[src/hw/rtl/gcs_pkg.sv]
// ----------------------------------------------------------------------------
// gcs_pkg
// Shared widths and constants of the gated cosine similarity block.
// ----------------------------------------------------------------------------
package gcs_pkg;

  parameter int ELEM_BITS_DEF = 16;

  // accumulator widths, all sums in q.28
  parameter int DIFF_W = 42;
  parameter int DOT_W  = 41;
  parameter int NORM_W = 40;

  // final evaluation datapath
  parameter int MAG_W  = DOT_W;           // magnitude of the dot sum
  parameter int PROD_W = 2 * NORM_W;      // product of the two norms
  parameter int ALU_W  = 2 * MAG_W;       // shared add/subtract unit
  parameter int QUO_W  = 28;              // fractional quotient bits
  parameter int ROOT_W = QUO_W / 2;
  parameter int SREM_W = ROOT_W + 2;
  parameter int SIM_W  = 16;
  parameter int CNT_W  = 6;

  parameter logic [DIFF_W-1:0] LIMIT_RESET = DIFF_W'(64'd268435456);
  parameter logic [SIM_W-1:0]  SIM_ONE     = SIM_W'(16384);

endpackage

[src/hw/rtl/gated_cosine_similarity_top.sv]
// ----------------------------------------------------------------------------
// gated_cosine_similarity_top
// Gated cosine similarity of a streamed query and reference vector.
// ----------------------------------------------------------------------------
// Usage:
//   s_axis carries one element pair per transfer; tlast marks the final pair.
//   Pairs are accumulated at one transfer per cycle into four saturating sums.
//   After the final pair the block drops tready and evaluates the result with
//   one shared add/subtract unit under a small sequencer:
//     gate closed or zero norm : result straight from the check
//     magnitude clamped to 1.0 : result after both multiplies and the compare
//     full evaluation          : 41 + 41 shift-add multiply steps,
//                                28 restoring divide steps, 14 root steps
//   m_axis carries one result per vector. The result sits in an output
//   register; once it is loaded the block accepts the next vector even while
//   the receiver stalls. A second result waits in the sequencer until the
//   output register frees up.
//   cfg_we_i writes the squared distance limit (q.28); write only when idle.
//   Reset clears the sums, the sequencer and the output valid, and sets the
//   limit to 1.0.
// ----------------------------------------------------------------------------
module gated_cosine_similarity_top #(
  parameter int ELEM_BITS = gcs_pkg::ELEM_BITS_DEF,
  localparam int S_TDATA_W = ((2 * ELEM_BITS + 7) / 8) * 8
) (
  input  logic                      clk_i,
  input  logic                      rst_ni,
  input  logic                      cfg_we_i,
  input  logic [gcs_pkg::DIFF_W-1:0] cfg_wdata_i,
  input  logic                      s_axis_tvalid_i,
  output logic                      s_axis_tready_o,
  // query_element, reference_element
  input  logic [S_TDATA_W-1:0]      s_axis_tdata_i,
  input  logic                      s_axis_tlast_i,
  output logic                      m_axis_tvalid_o,
  input  logic                      m_axis_tready_i,
  // similarity
  output logic [gcs_pkg::SIM_W-1:0] m_axis_tdata_o,
  // gated_out, zero_norm
  output logic [1:0]                m_axis_tuser_o
);
  import gcs_pkg::*;

  localparam int PW = 2 * ELEM_BITS;
  localparam int UW = ((PW + 2 > DIFF_W) ? PW + 2 : DIFF_W) + 1;
  localparam int NW = ((PW > NORM_W) ? PW : NORM_W) + 1;
  localparam int DW = ((PW > DOT_W) ? PW : DOT_W) + 2;

  localparam logic [UW-1:0] DIFF_MAX = {{(UW - DIFF_W){1'b0}}, {DIFF_W{1'b1}}};
  localparam logic [NW-1:0] NORM_MAX = {{(NW - NORM_W){1'b0}}, {NORM_W{1'b1}}};
  localparam logic signed [DW-1:0] DOT_HI = {{(DW - DOT_W + 1){1'b0}}, {(DOT_W - 1){1'b1}}};
  localparam logic signed [DW-1:0] DOT_LO = ~DOT_HI;

  localparam logic [2:0] ST_ACC   = 3'd0;
  localparam logic [2:0] ST_CHECK = 3'd1;
  localparam logic [2:0] ST_MULP  = 3'd2;
  localparam logic [2:0] ST_MULM  = 3'd3;
  localparam logic [2:0] ST_CMP   = 3'd4;
  localparam logic [2:0] ST_DIV   = 3'd5;
  localparam logic [2:0] ST_SQRT  = 3'd6;
  localparam logic [2:0] ST_DONE  = 3'd7;

  localparam logic [CNT_W-1:0] MUL_STEPS  = CNT_W'(MAG_W - 1);
  localparam logic [CNT_W-1:0] DIV_STEPS  = CNT_W'(QUO_W - 1);
  localparam logic [CNT_W-1:0] SQRT_STEPS = CNT_W'(ROOT_W - 1);

  // input stage
  logic signed [ELEM_BITS-1:0] q_q, r_q;
  logic stg_vld_q, stg_last_q;
  logic s_fire;

  // sums
  logic [DIFF_W-1:0] limit_q;
  logic [DIFF_W-1:0] diff_sum_q, diff_sum_d;
  logic [DOT_W-1:0]  dot_sum_q, dot_sum_d;
  logic [NORM_W-1:0] qn_sum_q, qn_sum_d, rn_sum_q, rn_sum_d;

  // sequencer and datapath
  logic [2:0]        state_q, state_d;
  logic [CNT_W-1:0]  cnt_q, cnt_d;
  logic [ALU_W-1:0]  pr_q, pr_d;
  logic [MAG_W-1:0]  mcand_q, mcand_d;
  logic [PROD_W-1:0] p_q, p_d;
  logic [QUO_W-1:0]  quo_q, quo_d;
  logic [SREM_W-1:0] srem_q, srem_d;
  logic [ROOT_W-1:0] root_q, root_d;
  logic              neg_q, neg_d;
  logic [SIM_W-1:0]  res_sim_q, res_sim_d;
  logic              res_gate_q, res_gate_d, res_zero_q, res_zero_d;
  logic              clear_sums;

  // output register
  logic              m_valid_q, m_valid_d;
  logic [SIM_W-1:0]  m_sim_q, m_sim_d;
  logic              m_gate_q, m_gate_d, m_zero_q, m_zero_d;

  // shared add/subtract unit
  logic [ALU_W-1:0] alu_a, alu_b;
  logic             alu_sub;
  logic [ALU_W:0]   alu_y;
  logic             alu_ge;

  assign s_axis_tready_o = (state_q == ST_ACC) && !(stg_vld_q && stg_last_q);
  assign s_fire          = s_axis_tvalid_i && s_axis_tready_o;

  always_ff @(posedge clk_i or negedge rst_ni) begin
    if (!rst_ni) begin
      stg_vld_q <= 1'b0;
    end else begin
      stg_vld_q <= s_fire;
    end
  end

  always_ff @(posedge clk_i) begin
    if (s_fire) begin
      q_q        <= s_axis_tdata_i[ELEM_BITS-1:0];
      r_q        <= s_axis_tdata_i[2*ELEM_BITS-1:ELEM_BITS];
      stg_last_q <= s_axis_tlast_i;
    end
  end

  // per-pair products and saturating accumulation
  logic signed [ELEM_BITS:0]   dif;
  logic signed [PW+1:0]        dsq;
  logic signed [PW-1:0]        qsq, rsq, qr;
  logic [UW-1:0]               diff_ext;
  logic [NW-1:0]               qn_ext, rn_ext;
  logic signed [DW-1:0]        dot_ext;

  always_comb begin
    dif      = {q_q[ELEM_BITS-1], q_q} - {r_q[ELEM_BITS-1], r_q};
    dsq      = dif * dif;
    qsq      = q_q * q_q;
    rsq      = r_q * r_q;
    qr       = q_q * r_q;
    diff_ext = UW'(diff_sum_q) + UW'($unsigned(dsq));
    qn_ext   = NW'(qn_sum_q) + NW'($unsigned(qsq));
    rn_ext   = NW'(rn_sum_q) + NW'($unsigned(rsq));
    dot_ext  = DW'($signed(dot_sum_q)) + DW'(qr);

    diff_sum_d = diff_sum_q;
    qn_sum_d   = qn_sum_q;
    rn_sum_d   = rn_sum_q;
    dot_sum_d  = dot_sum_q;
    if (clear_sums) begin
      diff_sum_d = '0;
      qn_sum_d   = '0;
      rn_sum_d   = '0;
      dot_sum_d  = '0;
    end else if (stg_vld_q) begin
      diff_sum_d = (diff_ext > DIFF_MAX) ? DIFF_MAX[DIFF_W-1:0] : diff_ext[DIFF_W-1:0];
      qn_sum_d   = (qn_ext > NORM_MAX) ? NORM_MAX[NORM_W-1:0] : qn_ext[NORM_W-1:0];
      rn_sum_d   = (rn_ext > NORM_MAX) ? NORM_MAX[NORM_W-1:0] : rn_ext[NORM_W-1:0];
      if (dot_ext > DOT_HI) begin
        dot_sum_d = DOT_HI[DOT_W-1:0];
      end else if (dot_ext < DOT_LO) begin
        dot_sum_d = DOT_LO[DOT_W-1:0];
      end else begin
        dot_sum_d = dot_ext[DOT_W-1:0];
      end
    end
  end

  always_ff @(posedge clk_i or negedge rst_ni) begin
    if (!rst_ni) begin
      limit_q    <= LIMIT_RESET;
      diff_sum_q <= '0;
      dot_sum_q  <= '0;
      qn_sum_q   <= '0;
      rn_sum_q   <= '0;
    end else begin
      if (cfg_we_i) begin
        limit_q <= cfg_wdata_i;
      end
      diff_sum_q <= diff_sum_d;
      dot_sum_q  <= dot_sum_d;
      qn_sum_q   <= qn_sum_d;
      rn_sum_q   <= rn_sum_d;
    end
  end

  // shared unit operand selection
  always_comb begin
    alu_a   = '0;
    alu_b   = '0;
    alu_sub = 1'b0;
    unique case (state_q)
      ST_MULP, ST_MULM: begin
        alu_a = ALU_W'(pr_q[ALU_W-1:MAG_W]);
        alu_b = pr_q[0] ? ALU_W'(mcand_q) : '0;
      end
      ST_CMP: begin
        alu_a   = pr_q;
        alu_b   = ALU_W'(p_q);
        alu_sub = 1'b1;
      end
      ST_DIV: begin
        alu_a   = {pr_q[ALU_W-2:0], 1'b0};
        alu_b   = ALU_W'(p_q);
        alu_sub = 1'b1;
      end
      ST_SQRT: begin
        alu_a   = ALU_W'({srem_q, quo_q[QUO_W-1:QUO_W-2]});
        alu_b   = ALU_W'({root_q, 2'b01});
        alu_sub = 1'b1;
      end
      default: begin
        alu_sub = 1'b0;
      end
    endcase
    alu_y  = {1'b0, alu_a} + {1'b0, (alu_sub ? ~alu_b : alu_b)} + (ALU_W + 1)'(alu_sub);
    alu_ge = alu_y[ALU_W];
  end

  // sequencer
  logic [MAG_W-1:0] mag;
  logic [SIM_W-1:0] k_mag;

  always_comb begin
    mag = dot_sum_q[DOT_W-1] ? (~dot_sum_q + MAG_W'(1)) : dot_sum_q;

    state_d    = state_q;
    cnt_d      = cnt_q;
    pr_d       = pr_q;
    mcand_d    = mcand_q;
    p_d        = p_q;
    quo_d      = quo_q;
    srem_d     = srem_q;
    root_d     = root_q;
    neg_d      = neg_q;
    res_sim_d  = res_sim_q;
    res_gate_d = res_gate_q;
    res_zero_d = res_zero_q;
    clear_sums = 1'b0;
    k_mag      = '0;

    m_valid_d = m_valid_q && !m_axis_tready_i;
    m_sim_d   = m_sim_q;
    m_gate_d  = m_gate_q;
    m_zero_d  = m_zero_q;

    unique case (state_q)
      ST_ACC: begin
        if (stg_vld_q && stg_last_q) begin
          state_d = ST_CHECK;
        end
      end
      ST_CHECK: begin
        res_sim_d  = '0;
        res_gate_d = 1'b0;
        res_zero_d = 1'b0;
        neg_d      = dot_sum_q[DOT_W-1];
        if (diff_sum_q >= limit_q) begin
          res_gate_d = 1'b1;
          state_d    = ST_DONE;
        end else if (qn_sum_q == '0 || rn_sum_q == '0) begin
          res_zero_d = 1'b1;
          state_d    = ST_DONE;
        end else begin
          pr_d    = ALU_W'(qn_sum_q);
          mcand_d = MAG_W'(rn_sum_q);
          cnt_d   = MUL_STEPS;
          state_d = ST_MULP;
        end
      end
      ST_MULP, ST_MULM: begin
        pr_d  = {alu_y[MAG_W:0], pr_q[MAG_W-1:1]};
        cnt_d = cnt_q - CNT_W'(1);
        if (cnt_q == '0) begin
          if (state_q == ST_MULP) begin
            p_d     = pr_d[PROD_W-1:0];
            pr_d    = ALU_W'(mag);
            mcand_d = mag;
            cnt_d   = MUL_STEPS;
            state_d = ST_MULM;
          end else begin
            state_d = ST_CMP;
          end
        end
      end
      ST_CMP: begin
        // quotient (squared similarity) at or above one: clamp to 1.0
        if (alu_ge) begin
          res_sim_d = neg_q ? (SIM_W'(0) - SIM_ONE) : SIM_ONE;
          state_d   = ST_DONE;
        end else begin
          cnt_d   = DIV_STEPS;
          state_d = ST_DIV;
        end
      end
      ST_DIV: begin
        quo_d = {quo_q[QUO_W-2:0], alu_ge};
        pr_d  = alu_ge ? alu_y[ALU_W-1:0] : alu_a;
        cnt_d = cnt_q - CNT_W'(1);
        if (cnt_q == '0) begin
          srem_d  = '0;
          root_d  = '0;
          cnt_d   = SQRT_STEPS;
          state_d = ST_SQRT;
        end
      end
      ST_SQRT: begin
        quo_d  = {quo_q[QUO_W-3:0], 2'b00};
        root_d = {root_q[ROOT_W-2:0], alu_ge};
        srem_d = alu_ge ? alu_y[SREM_W-1:0] : alu_a[SREM_W-1:0];
        cnt_d  = cnt_q - CNT_W'(1);
        if (cnt_q == '0) begin
          k_mag     = SIM_W'(root_d);
          res_sim_d = neg_q ? (SIM_W'(0) - k_mag) : k_mag;
          state_d   = ST_DONE;
        end
      end
      ST_DONE: begin
        if (!m_valid_q || m_axis_tready_i) begin
          m_valid_d  = 1'b1;
          m_sim_d    = res_sim_q;
          m_gate_d   = res_gate_q;
          m_zero_d   = res_zero_q;
          clear_sums = 1'b1;
          state_d    = ST_ACC;
        end
      end
      default: begin
        state_d = ST_ACC;
      end
    endcase
  end

  always_ff @(posedge clk_i or negedge rst_ni) begin
    if (!rst_ni) begin
      state_q   <= ST_ACC;
      cnt_q     <= '0;
      m_valid_q <= 1'b0;
    end else begin
      state_q   <= state_d;
      cnt_q     <= cnt_d;
      m_valid_q <= m_valid_d;
    end
  end

  always_ff @(posedge clk_i) begin
    pr_q       <= pr_d;
    mcand_q    <= mcand_d;
    p_q        <= p_d;
    quo_q      <= quo_d;
    srem_q     <= srem_d;
    root_q     <= root_d;
    neg_q      <= neg_d;
    res_sim_q  <= res_sim_d;
    res_gate_q <= res_gate_d;
    res_zero_q <= res_zero_d;
    m_sim_q    <= m_sim_d;
    m_gate_q   <= m_gate_d;
    m_zero_q   <= m_zero_d;
  end

  assign m_axis_tvalid_o = m_valid_q;
  assign m_axis_tdata_o  = m_sim_q;
  assign m_axis_tuser_o  = {m_zero_q, m_gate_q};

endmodule
[config.mk]
export PLATFORM = sky130hd
export DESIGN_NAME = gated_cosine_similarity_top
export DESIGN_NICKNAME = d
export VERILOG_FILES = /design/src/hw/rtl/gcs_pkg.sv /design/src/hw/rtl/gated_cosine_similarity_top.sv
export SDC_FILE = /design/constraint.sdc
export NUM_CORES = 2
export LEC_CHECK = 0
export BUFFER_PORTS_ARGS = -buffer_cell sky130_fd_sc_hd__buf_2
export CAP_MARGIN = 20
export CORE_AREA = 2 2 358 360
export DETAILED_ROUTE_END_ITERATION = 16
export DIE_AREA = 0 0 360 362
export PLACE_DENSITY = 0.83
export SLEW_MARGIN = 5
export SYNTH_ARGS = -nofsm -noshare
export SYNTH_HDL_FRONTEND = slang
export SYNTH_SLANG_ARGS = --single-unit
[constraint.sdc]
create_clock -name clk_i -period 11 [get_ports clk_i]
set_input_delay 0.55 -clock clk_i [delete_from_list [all_inputs] [get_ports clk_i]]
set_output_delay 0.55 -clock clk_i [all_outputs]
set_load 0.01 [all_outputs]
# Yosys cells after proc, flatten, opt, wreduce, memory -nomap -nowiden
# Index checks and enable logic that the tools add are counted.
# op_classes
eq_ne	17
mul	4
addsub	10
magnitude_cmp	6
bitwise_logic	2
n_reduce_logical	30
mux	64
# op_table
operator	count
82-bit two-way mux	6
41-bit two-way mux	10
82-bit case mux with 4 select lines	1
82-bit case mux with 3 select lines	1
40-bit two-way mux	6
80-bit case mux with 3 select lines	1
42-bit two-way mux	3
16-bit by 16-bit multiplier with 32-bit output	3
16-bit two-way mux	6
82-bit by 82-bit adder with 83-bit output	1
83-bit by 1-bit adder with 83-bit output	1
40-bit by 32-bit adder with 41-bit output	2
41-bit by 40-bit > comparator with 1-bit output, second input constant	2
82-bit inverter	1
41-bit case mux with 2 select lines	1
40-bit zero test	2
28-bit case mux with 2 select lines	1
16-bit case mux with 3 select lines	1
42-bit by 34-bit adder with 43-bit output	1
43-bit by 42-bit > comparator with 1-bit output, second input constant	1
41-bit by 32-bit adder with 42-bit output	1
42-bit greater-or-equal comparator	1
42-bit by 41-bit > comparator with 1-bit output, second input constant	1
42-bit by 41-bit < comparator with 1-bit output, second input constant	1
other kinds (34)	78
# totals
register_bits	547
output_inout_bits	20
inputBits	80
wordCells	158

# Depth between registers and ports, before layout
# depth
ltp_word	11
ltp_mapped	53
depth_no_buf	50

# Least setup slack after synthesis
# Ideal clock, no wire load.
# synth_timing
path_type	register to register
startpoint	register q_q[1]
endpoint	register diff_sum_q[32]
setup_ps	141
t_arrival_ps	10745
synth_period_minus_slack_ps	10887
path_slack_ps	113
stages_incl_launch_ff	51
path_buffers	5
t_required_ps	10859
path_cell_list	edfxtp_1 clkbuf_1 clkinv_1 clkbuf_1 fa_1 nor2b_1 o21ai_0 a21boi_1 o21ai_0 a21boi_1 o21ai_0 a21boi_1 o21a_1 o21ai_0 a2111oi_0 a211oi_2 inv_1 clkbuf_1 [... 15 more ...] a21oi_1 nor2_1 nor2_1 xnor2_1 ha_1 a21o_1 a21oi_1 o21bai_1 a31oi_1 nor2_1 a22oi_1 o311a_1 o32ai_1 o41ai_2 or2_1 clkbuf_1 buf_2 a31oi_1
# synth_between
elab_chain_len	7
# synth_rtl
element	line_no	source
start, declared	gated_cosine_similarity_top.sv:68	logic signed [ELEM_BITS-1:0] q_q, r_q;
start signal, assigned	gated_cosine_similarity_top.sv:116	q_q <= s_axis_tdata_i[ELEM_BITS-1:0];
16-bit by 16-bit subtractor with 17-bit output (*)	gated_cosine_similarity_top.sv:131	dif = {q_q[ELEM_BITS-1], q_q} - {r_q[ELEM_BITS-1], r_q};
17-bit by 17-bit multiplier with 34-bit output (*)	gated_cosine_similarity_top.sv:132	dsq = dif * dif;
42-bit by 34-bit adder with 43-bit output (*)	gated_cosine_similarity_top.sv:136	diff_ext = UW'(diff_sum_q) + UW'($unsigned(dsq));
43-bit by 42-bit > comparator with 1-bit output	gated_cosine_similarity_top.sv:151	diff_sum_d = (diff_ext > DIFF_MAX) ? DIFF_MAX[DIFF_W-1:0] : diff_ext[DIFF_W-1:0];
42-bit two-way mux (*)	gated_cosine_similarity_top.sv:151	
42-bit two-way mux (*)	gated_cosine_similarity_top.sv:150	end else if (stg_vld_q) begin
42-bit two-way mux (*)	gated_cosine_similarity_top.sv:145	if (clear_sums) begin
end signal, assigned	gated_cosine_similarity_top.sv:175	diff_sum_q <= diff_sum_d;
end, declared	gated_cosine_similarity_top.sv:74	logic [DIFF_W-1:0] diff_sum_q, diff_sum_d;
# Every way passes the cells marked *; elsewhere a longest branch is shown, timed or not. The select of a mux whose other input is x is not followed.
# A chain may end at the register's enable or synchronous reset.

# Worst setup path after layout
# layout_timing
startpoint	register r_q[0]
endpoint	register diff_sum_q[5]
# layout_between
elab_chain_len	7
# layout_rtl
element	line_no	source
start, declared	gated_cosine_similarity_top.sv:68	
start signal, assigned	gated_cosine_similarity_top.sv:117	r_q <= s_axis_tdata_i[2*ELEM_BITS-1:ELEM_BITS];
16-bit by 16-bit subtractor with 17-bit output (*)	gated_cosine_similarity_top.sv:131	
17-bit by 17-bit multiplier with 34-bit output (*)	gated_cosine_similarity_top.sv:132	
42-bit by 34-bit adder with 43-bit output (*)	gated_cosine_similarity_top.sv:136	
43-bit by 42-bit > comparator with 1-bit output	gated_cosine_similarity_top.sv:151	
42-bit two-way mux (*)	gated_cosine_similarity_top.sv:151	
42-bit two-way mux (*)	gated_cosine_similarity_top.sv:150	
42-bit two-way mux (*)	gated_cosine_similarity_top.sv:145	
# Marks and branches as above.

==> qor.json <==
{
  "crit_required": {"value": 11520, "unit": "ps"},
  "filler_cells": {"value": 10071},
  "cts_num_sinks": {"value": 547},
  "status": {"value": "completed"},
  "crit_path_max_incr_delay": {"value": 630, "unit": "ps"},
  "count_of_unresolved_drc_violations_after_routing": {"value": 0},
  "synthArstFlopShare": {"value": 39.5, "unit": "%"},
  "grt_usage": {"value": 33.5, "unit": "%"},
  "crit_path_end_kind": {"value": "flop"},
  "route.antenna.remaining_nets": {"value": 0},
  "finalNetCount": {"value": 9984},
  "hp-class": {"value": "in -> reg"},
  "width_of_the_die": {"value": 360, "unit": "um"},
  "dr.first_iter.drc_count": {"value": 6412},
  "timing.final.crit_share": {"value": 95.9, "unit": "%"},
  "final_hold_viol_count": {"value": 0},
  "rows": {"value": 131},
  "yosysWarningCount": {"value": 0},
  "slowest_stage": {"value": "sky130_fd_sc_hd__fa_2"},
  "cts_tree": {"value": "yes"},
  "design.die.area": {"value": 130000, "unit": "um2"},
  "route.vias.total": {"value": 60807},
  "synth_area_leaders": {"value": "sky130_fd_sc_hd__fa_1 (29%), sky130_fd_sc_hd__edfxtp_1 (13%), sky130_fd_sc_hd__ha_1 (10%)"},
  "detail_routed_via_count_per_cell": {"value": 6.14},
  "dp_hpwl": {"value": 170000, "unit": "um"},
  "yosysSeqAreaShare": {"value": 20.3, "unit": "%"},
  "yosys.cell_types.count": {"value": 90},
  "h_tree_levels": {"value": 2},
  "finalSetupViolCount": {"value": 0},
  "maximum_operating_frequency": {"value": 94.8, "unit": "MHz"},
  "cap_violations": {"value": 0},
  "final_max_slew_viol_count": {"value": 0},
  "clock_path_buffers": {"value": 3},
  "clock-root-buffer": {"value": "sky130_fd_sc_hd__clkbuf_16"},
  "period_needed": {"value": 10550, "unit": "ps"},
  "portBuffers": {"value": 99},
  "placed_insts": {"value": 9771},
  "via_count_of_the_first_global_routing_pass": {"value": 62411},
  "syn_nets": {"value": 10008},
  "ys_seq_elements": {"value": 547},
  "tightestPinTransition": {"value": 1180, "unit": "ps"},
  "antenna_found_initial": {"value": 5},
  "area_growth_syn_to_layout": {"value": 6.59, "unit": "%"},
  "wire_length_of_the_first_global_routing_pass": {"value": 344000, "unit": "um"},
  "numCtsBuffers": {"value": 61},
  "grt_overflow_total": {"value": 0},
  "ys_dominant_reg_cell": {"value": "sky130_fd_sc_hd__edfxtp_1"},
  "worst_path_most_repeated_cell": {"value": "sky130_fd_sc_hd__fa_1"},
  "yosys.area.top_type": {"value": "sky130_fd_sc_hd__fa_1"},
  "syn_area": {"value": 75600, "unit": "um2"},
  "synth_top_cell_area_share": {"value": 28.8, "unit": "%"},
  "final_layout_size_suffix_gt1_share": {"value": 5.69, "unit": "%"},
  "synth_enable_flop_cells": {"value": 331},
  "floorplan.core_area": {"value": 127000, "unit": "um2"},
  "clk_latency": {"value": 720, "unit": "ps"},
  "worst-path-max-fanout": {"value": 13},
  "route.detailed.wl_per_inst": {"value": 21.9, "unit": "um"},
  "synthCells": {"value": 8210},
  "maximum_number_of_pins_on_one_net_before_global_route_repair": {"value": 163},
  "final_cells": {"value": 9902},
  "slew_headroom": {"value": 21.3, "unit": "%"},
  "avgSynthCellArea": {"value": 9.21, "unit": "um2"},
  "drtPass1Iterations": {"value": 8},
  "io_pins": {"value": 100},
  "weighted_congestion_at_the_end_of_routability_driven_global_placement": {"value": 0.987},
  "initial_cell_density_of_the_core": {"value": 59.7, "unit": "%"},
  "worst_ep_arrival_time": {"value": 11070, "unit": "ps"},
  "final_sum_of_negative_setup_slack": {"value": 0, "unit": "ps"},
  "worst_setup_hold_path_clk_slew": {"value": 60, "unit": "ps"},
  "detail_route.wirelength": {"value": 217000, "unit": "um"},
  "finalClockSkew": {"value": 67.9, "unit": "ps"},
  "timing_worst_setup_path_type": {"value": "reg -> reg"},
  "cp-start-kind": {"value": "flop"},
  "die_height": {"value": 362, "unit": "um"}
}
-- worst max-delay path: cells and delay by family (launching register included) --
| kind | cells | cell delay [ps] |
|---|---|---|
| and+or+nand+nor | 5 | 500 |
| AOI/OAI and AO/OA | 22 | 4190 |
| xor gates and xnor gates | 1 | 170 |
| buffers and inverters | 7 | 760 |
| DFF | 1 | 390 |
| adders and majority gates | 10 | 4360 |
-- routing by layer --
layer  up-vias  routed length, um  GRT usage, %
met2      3159              97700          52.7
li1      26930                  -             -
met4         6              12000          16.0
met1     30041              84900          44.4
met5         -                 47             0
met3       671              22600          7.39
-- metrics by stage --
stage | instance area, um2 | worst slack (ps) | util, % | hold slack, ps
2_1_floorplan | 75600 | 113 | - | 254
3_3_place_gp | 78100 | 191 | 61.6 | 404
3_5_place_dp | 78100 | -83.4 | 61.6 | 405
4_1_cts | 80300 | 41.0 | 63.4 | 44.9
5_1_grt | 80600 | -61.5 | 63.6 | 57.2
6_report | 80600 | 449 | 63.6 | 63.9
-- cells in the final DEF, fill, tap and decap left out, types with 36 or more instances in the layout --
cell,instances
sky130_fd_sc_hd__nor2b_1,49
sky130_fd_sc_hd__inv_1,1359
sky130_fd_sc_hd__a31oi_1,69
sky130_fd_sc_hd__edfxtp_1,331
sky130_fd_sc_hd__dfrtp_1,212
sky130_fd_sc_hd__nor2_1,585
sky130_fd_sc_hd__nand3_1,70
sky130_fd_sc_hd__ha_1,631
sky130_fd_sc_hd__mux2i_1,123
sky130_fd_sc_hd__buf_2,98
sky130_fd_sc_hd__o21a_1,37
sky130_fd_sc_hd__buf_4,147
sky130_fd_sc_hd__nand2_1,871
sky130_fd_sc_hd__a22oi_1,50
sky130_fd_sc_hd__and2_1,112
sky130_fd_sc_hd__o21bai_1,67
sky130_fd_sc_hd__o21ai_0,420
sky130_fd_sc_hd__xor2_1,97
sky130_fd_sc_hd__a221o_1,36
sky130_fd_sc_hd__a21o_1,197
sky130_fd_sc_hd__nand4_1,47
sky130_fd_sc_hd__clkbuf_16,62
sky130_fd_sc_hd__a21oi_1,468
sky130_fd_sc_hd__xnor2_1,262
sky130_fd_sc_hd__fa_1,1084
sky130_fd_sc_hd__and3_1,44
sky130_fd_sc_hd__a211oi_1,39
sky130_fd_sc_hd__nor3_1,88
sky130_fd_sc_hd__nand2b_1,54
-- final cells by class --
class                   instances  area [um2]  area share [%]
repair buffers                259        1790            2.22
flip-flops and latches        547       15400            19.1
multi-input cells            5938       54000            67.0
clock inverters                37         484           0.601
well taps                    1662        2080            2.58
diodes                          2        5.00         0.00621
clock buffers                  78        1660            2.06
inverters                    1379        5180            6.43
-- Yosys cell counts (98+ instances only) --
master and n:
sky130_fd_sc_hd__a21oi_1 473, sky130_fd_sc_hd__mux2i_1 123, sky130_fd_sc_hd__a21o_1 197, sky130_fd_sc_hd__clkbuf_1 300, sky130_fd_sc_hd__dfrtp_1 215, sky130_fd_sc_hd__and2_1 113, sky130_fd_sc_hd__fa_1 1087, sky130_fd_sc_hd__edfxtp_1 331
sky130_fd_sc_hd__inv_1 1365, sky130_fd_sc_hd__nand2_1 875, sky130_fd_sc_hd__xnor2_1 263, sky130_fd_sc_hd__o21ai_0 430, sky130_fd_sc_hd__ha_1 631, sky130_fd_sc_hd__nor2_1 596, sky130_fd_sc_hd__xor2_1 98
-- state kept, by name (all words and copies together) (netlist names), 16 cells and up --
name and cells:
rn_sum_q 40, srem_q 16, p_q 80, quo_q 28, limit_q 42, q_q 16, pr_q 82, r_q 16
mcand_q 41, qn_sum_q 40, res_sim_q 16, diff_sum_q 42, dot_sum_q 41, m_axis_tdata_o 16
-- cell families (layout without fill, tap and decap cells) --
kind of cell               count (synthesis)  count (layout)  share of synthesized area [%]
and+or+nand+nor                         2064            2064                           12.0
muxes                                    125             125                           1.66
other                                      0               2                              0
DFF                                      547             547                           20.3
adders and majority gates               1718            1718                           39.2
xor gates and xnor gates                 361             361                           4.18
AOI/OAI and AO/OA                       1670            1670                           14.0
buffers and inverters                   1725            1753                           8.60
-- worst paths after layout --
| kind | startpoint | to | slack (ps) | depth (start not counted) |
|---|---|---|---|---|
| max reg2reg | r_q[0] | diff_sum_q[5] | 450 | 45 |
| max in group asynchronous | rst_ni | dot_sum_q[32] | 8250 | 4 |
| min reg2reg | res_sim_q[14] | m_axis_tdata_o[14] | 420 | 0 |
| min | s_axis_tdata_i[9] | q_q[9] | 60 | 1 |
| min in group asynchronous | rst_ni | limit_q[33] | 510 | 2 |
| max | r_q[0] | diff_sum_q[5] | 450 | 45 |
-- what timing repair did --
item / 4_1_cts / 5_1_grt
hold endpoints to repair: 103 / 0
pin swaps: 0 / 15
endpoints found under the setup margin: 8 / 42
setup buffers: 0 / 7
hold buffers: 5 / 0
cloned: 0 / 1
gates resized for setup: 1 / 48
Power is not shown: default switching activity piles up to over one toggle a cycle in this logic, so the estimate is an artifact.
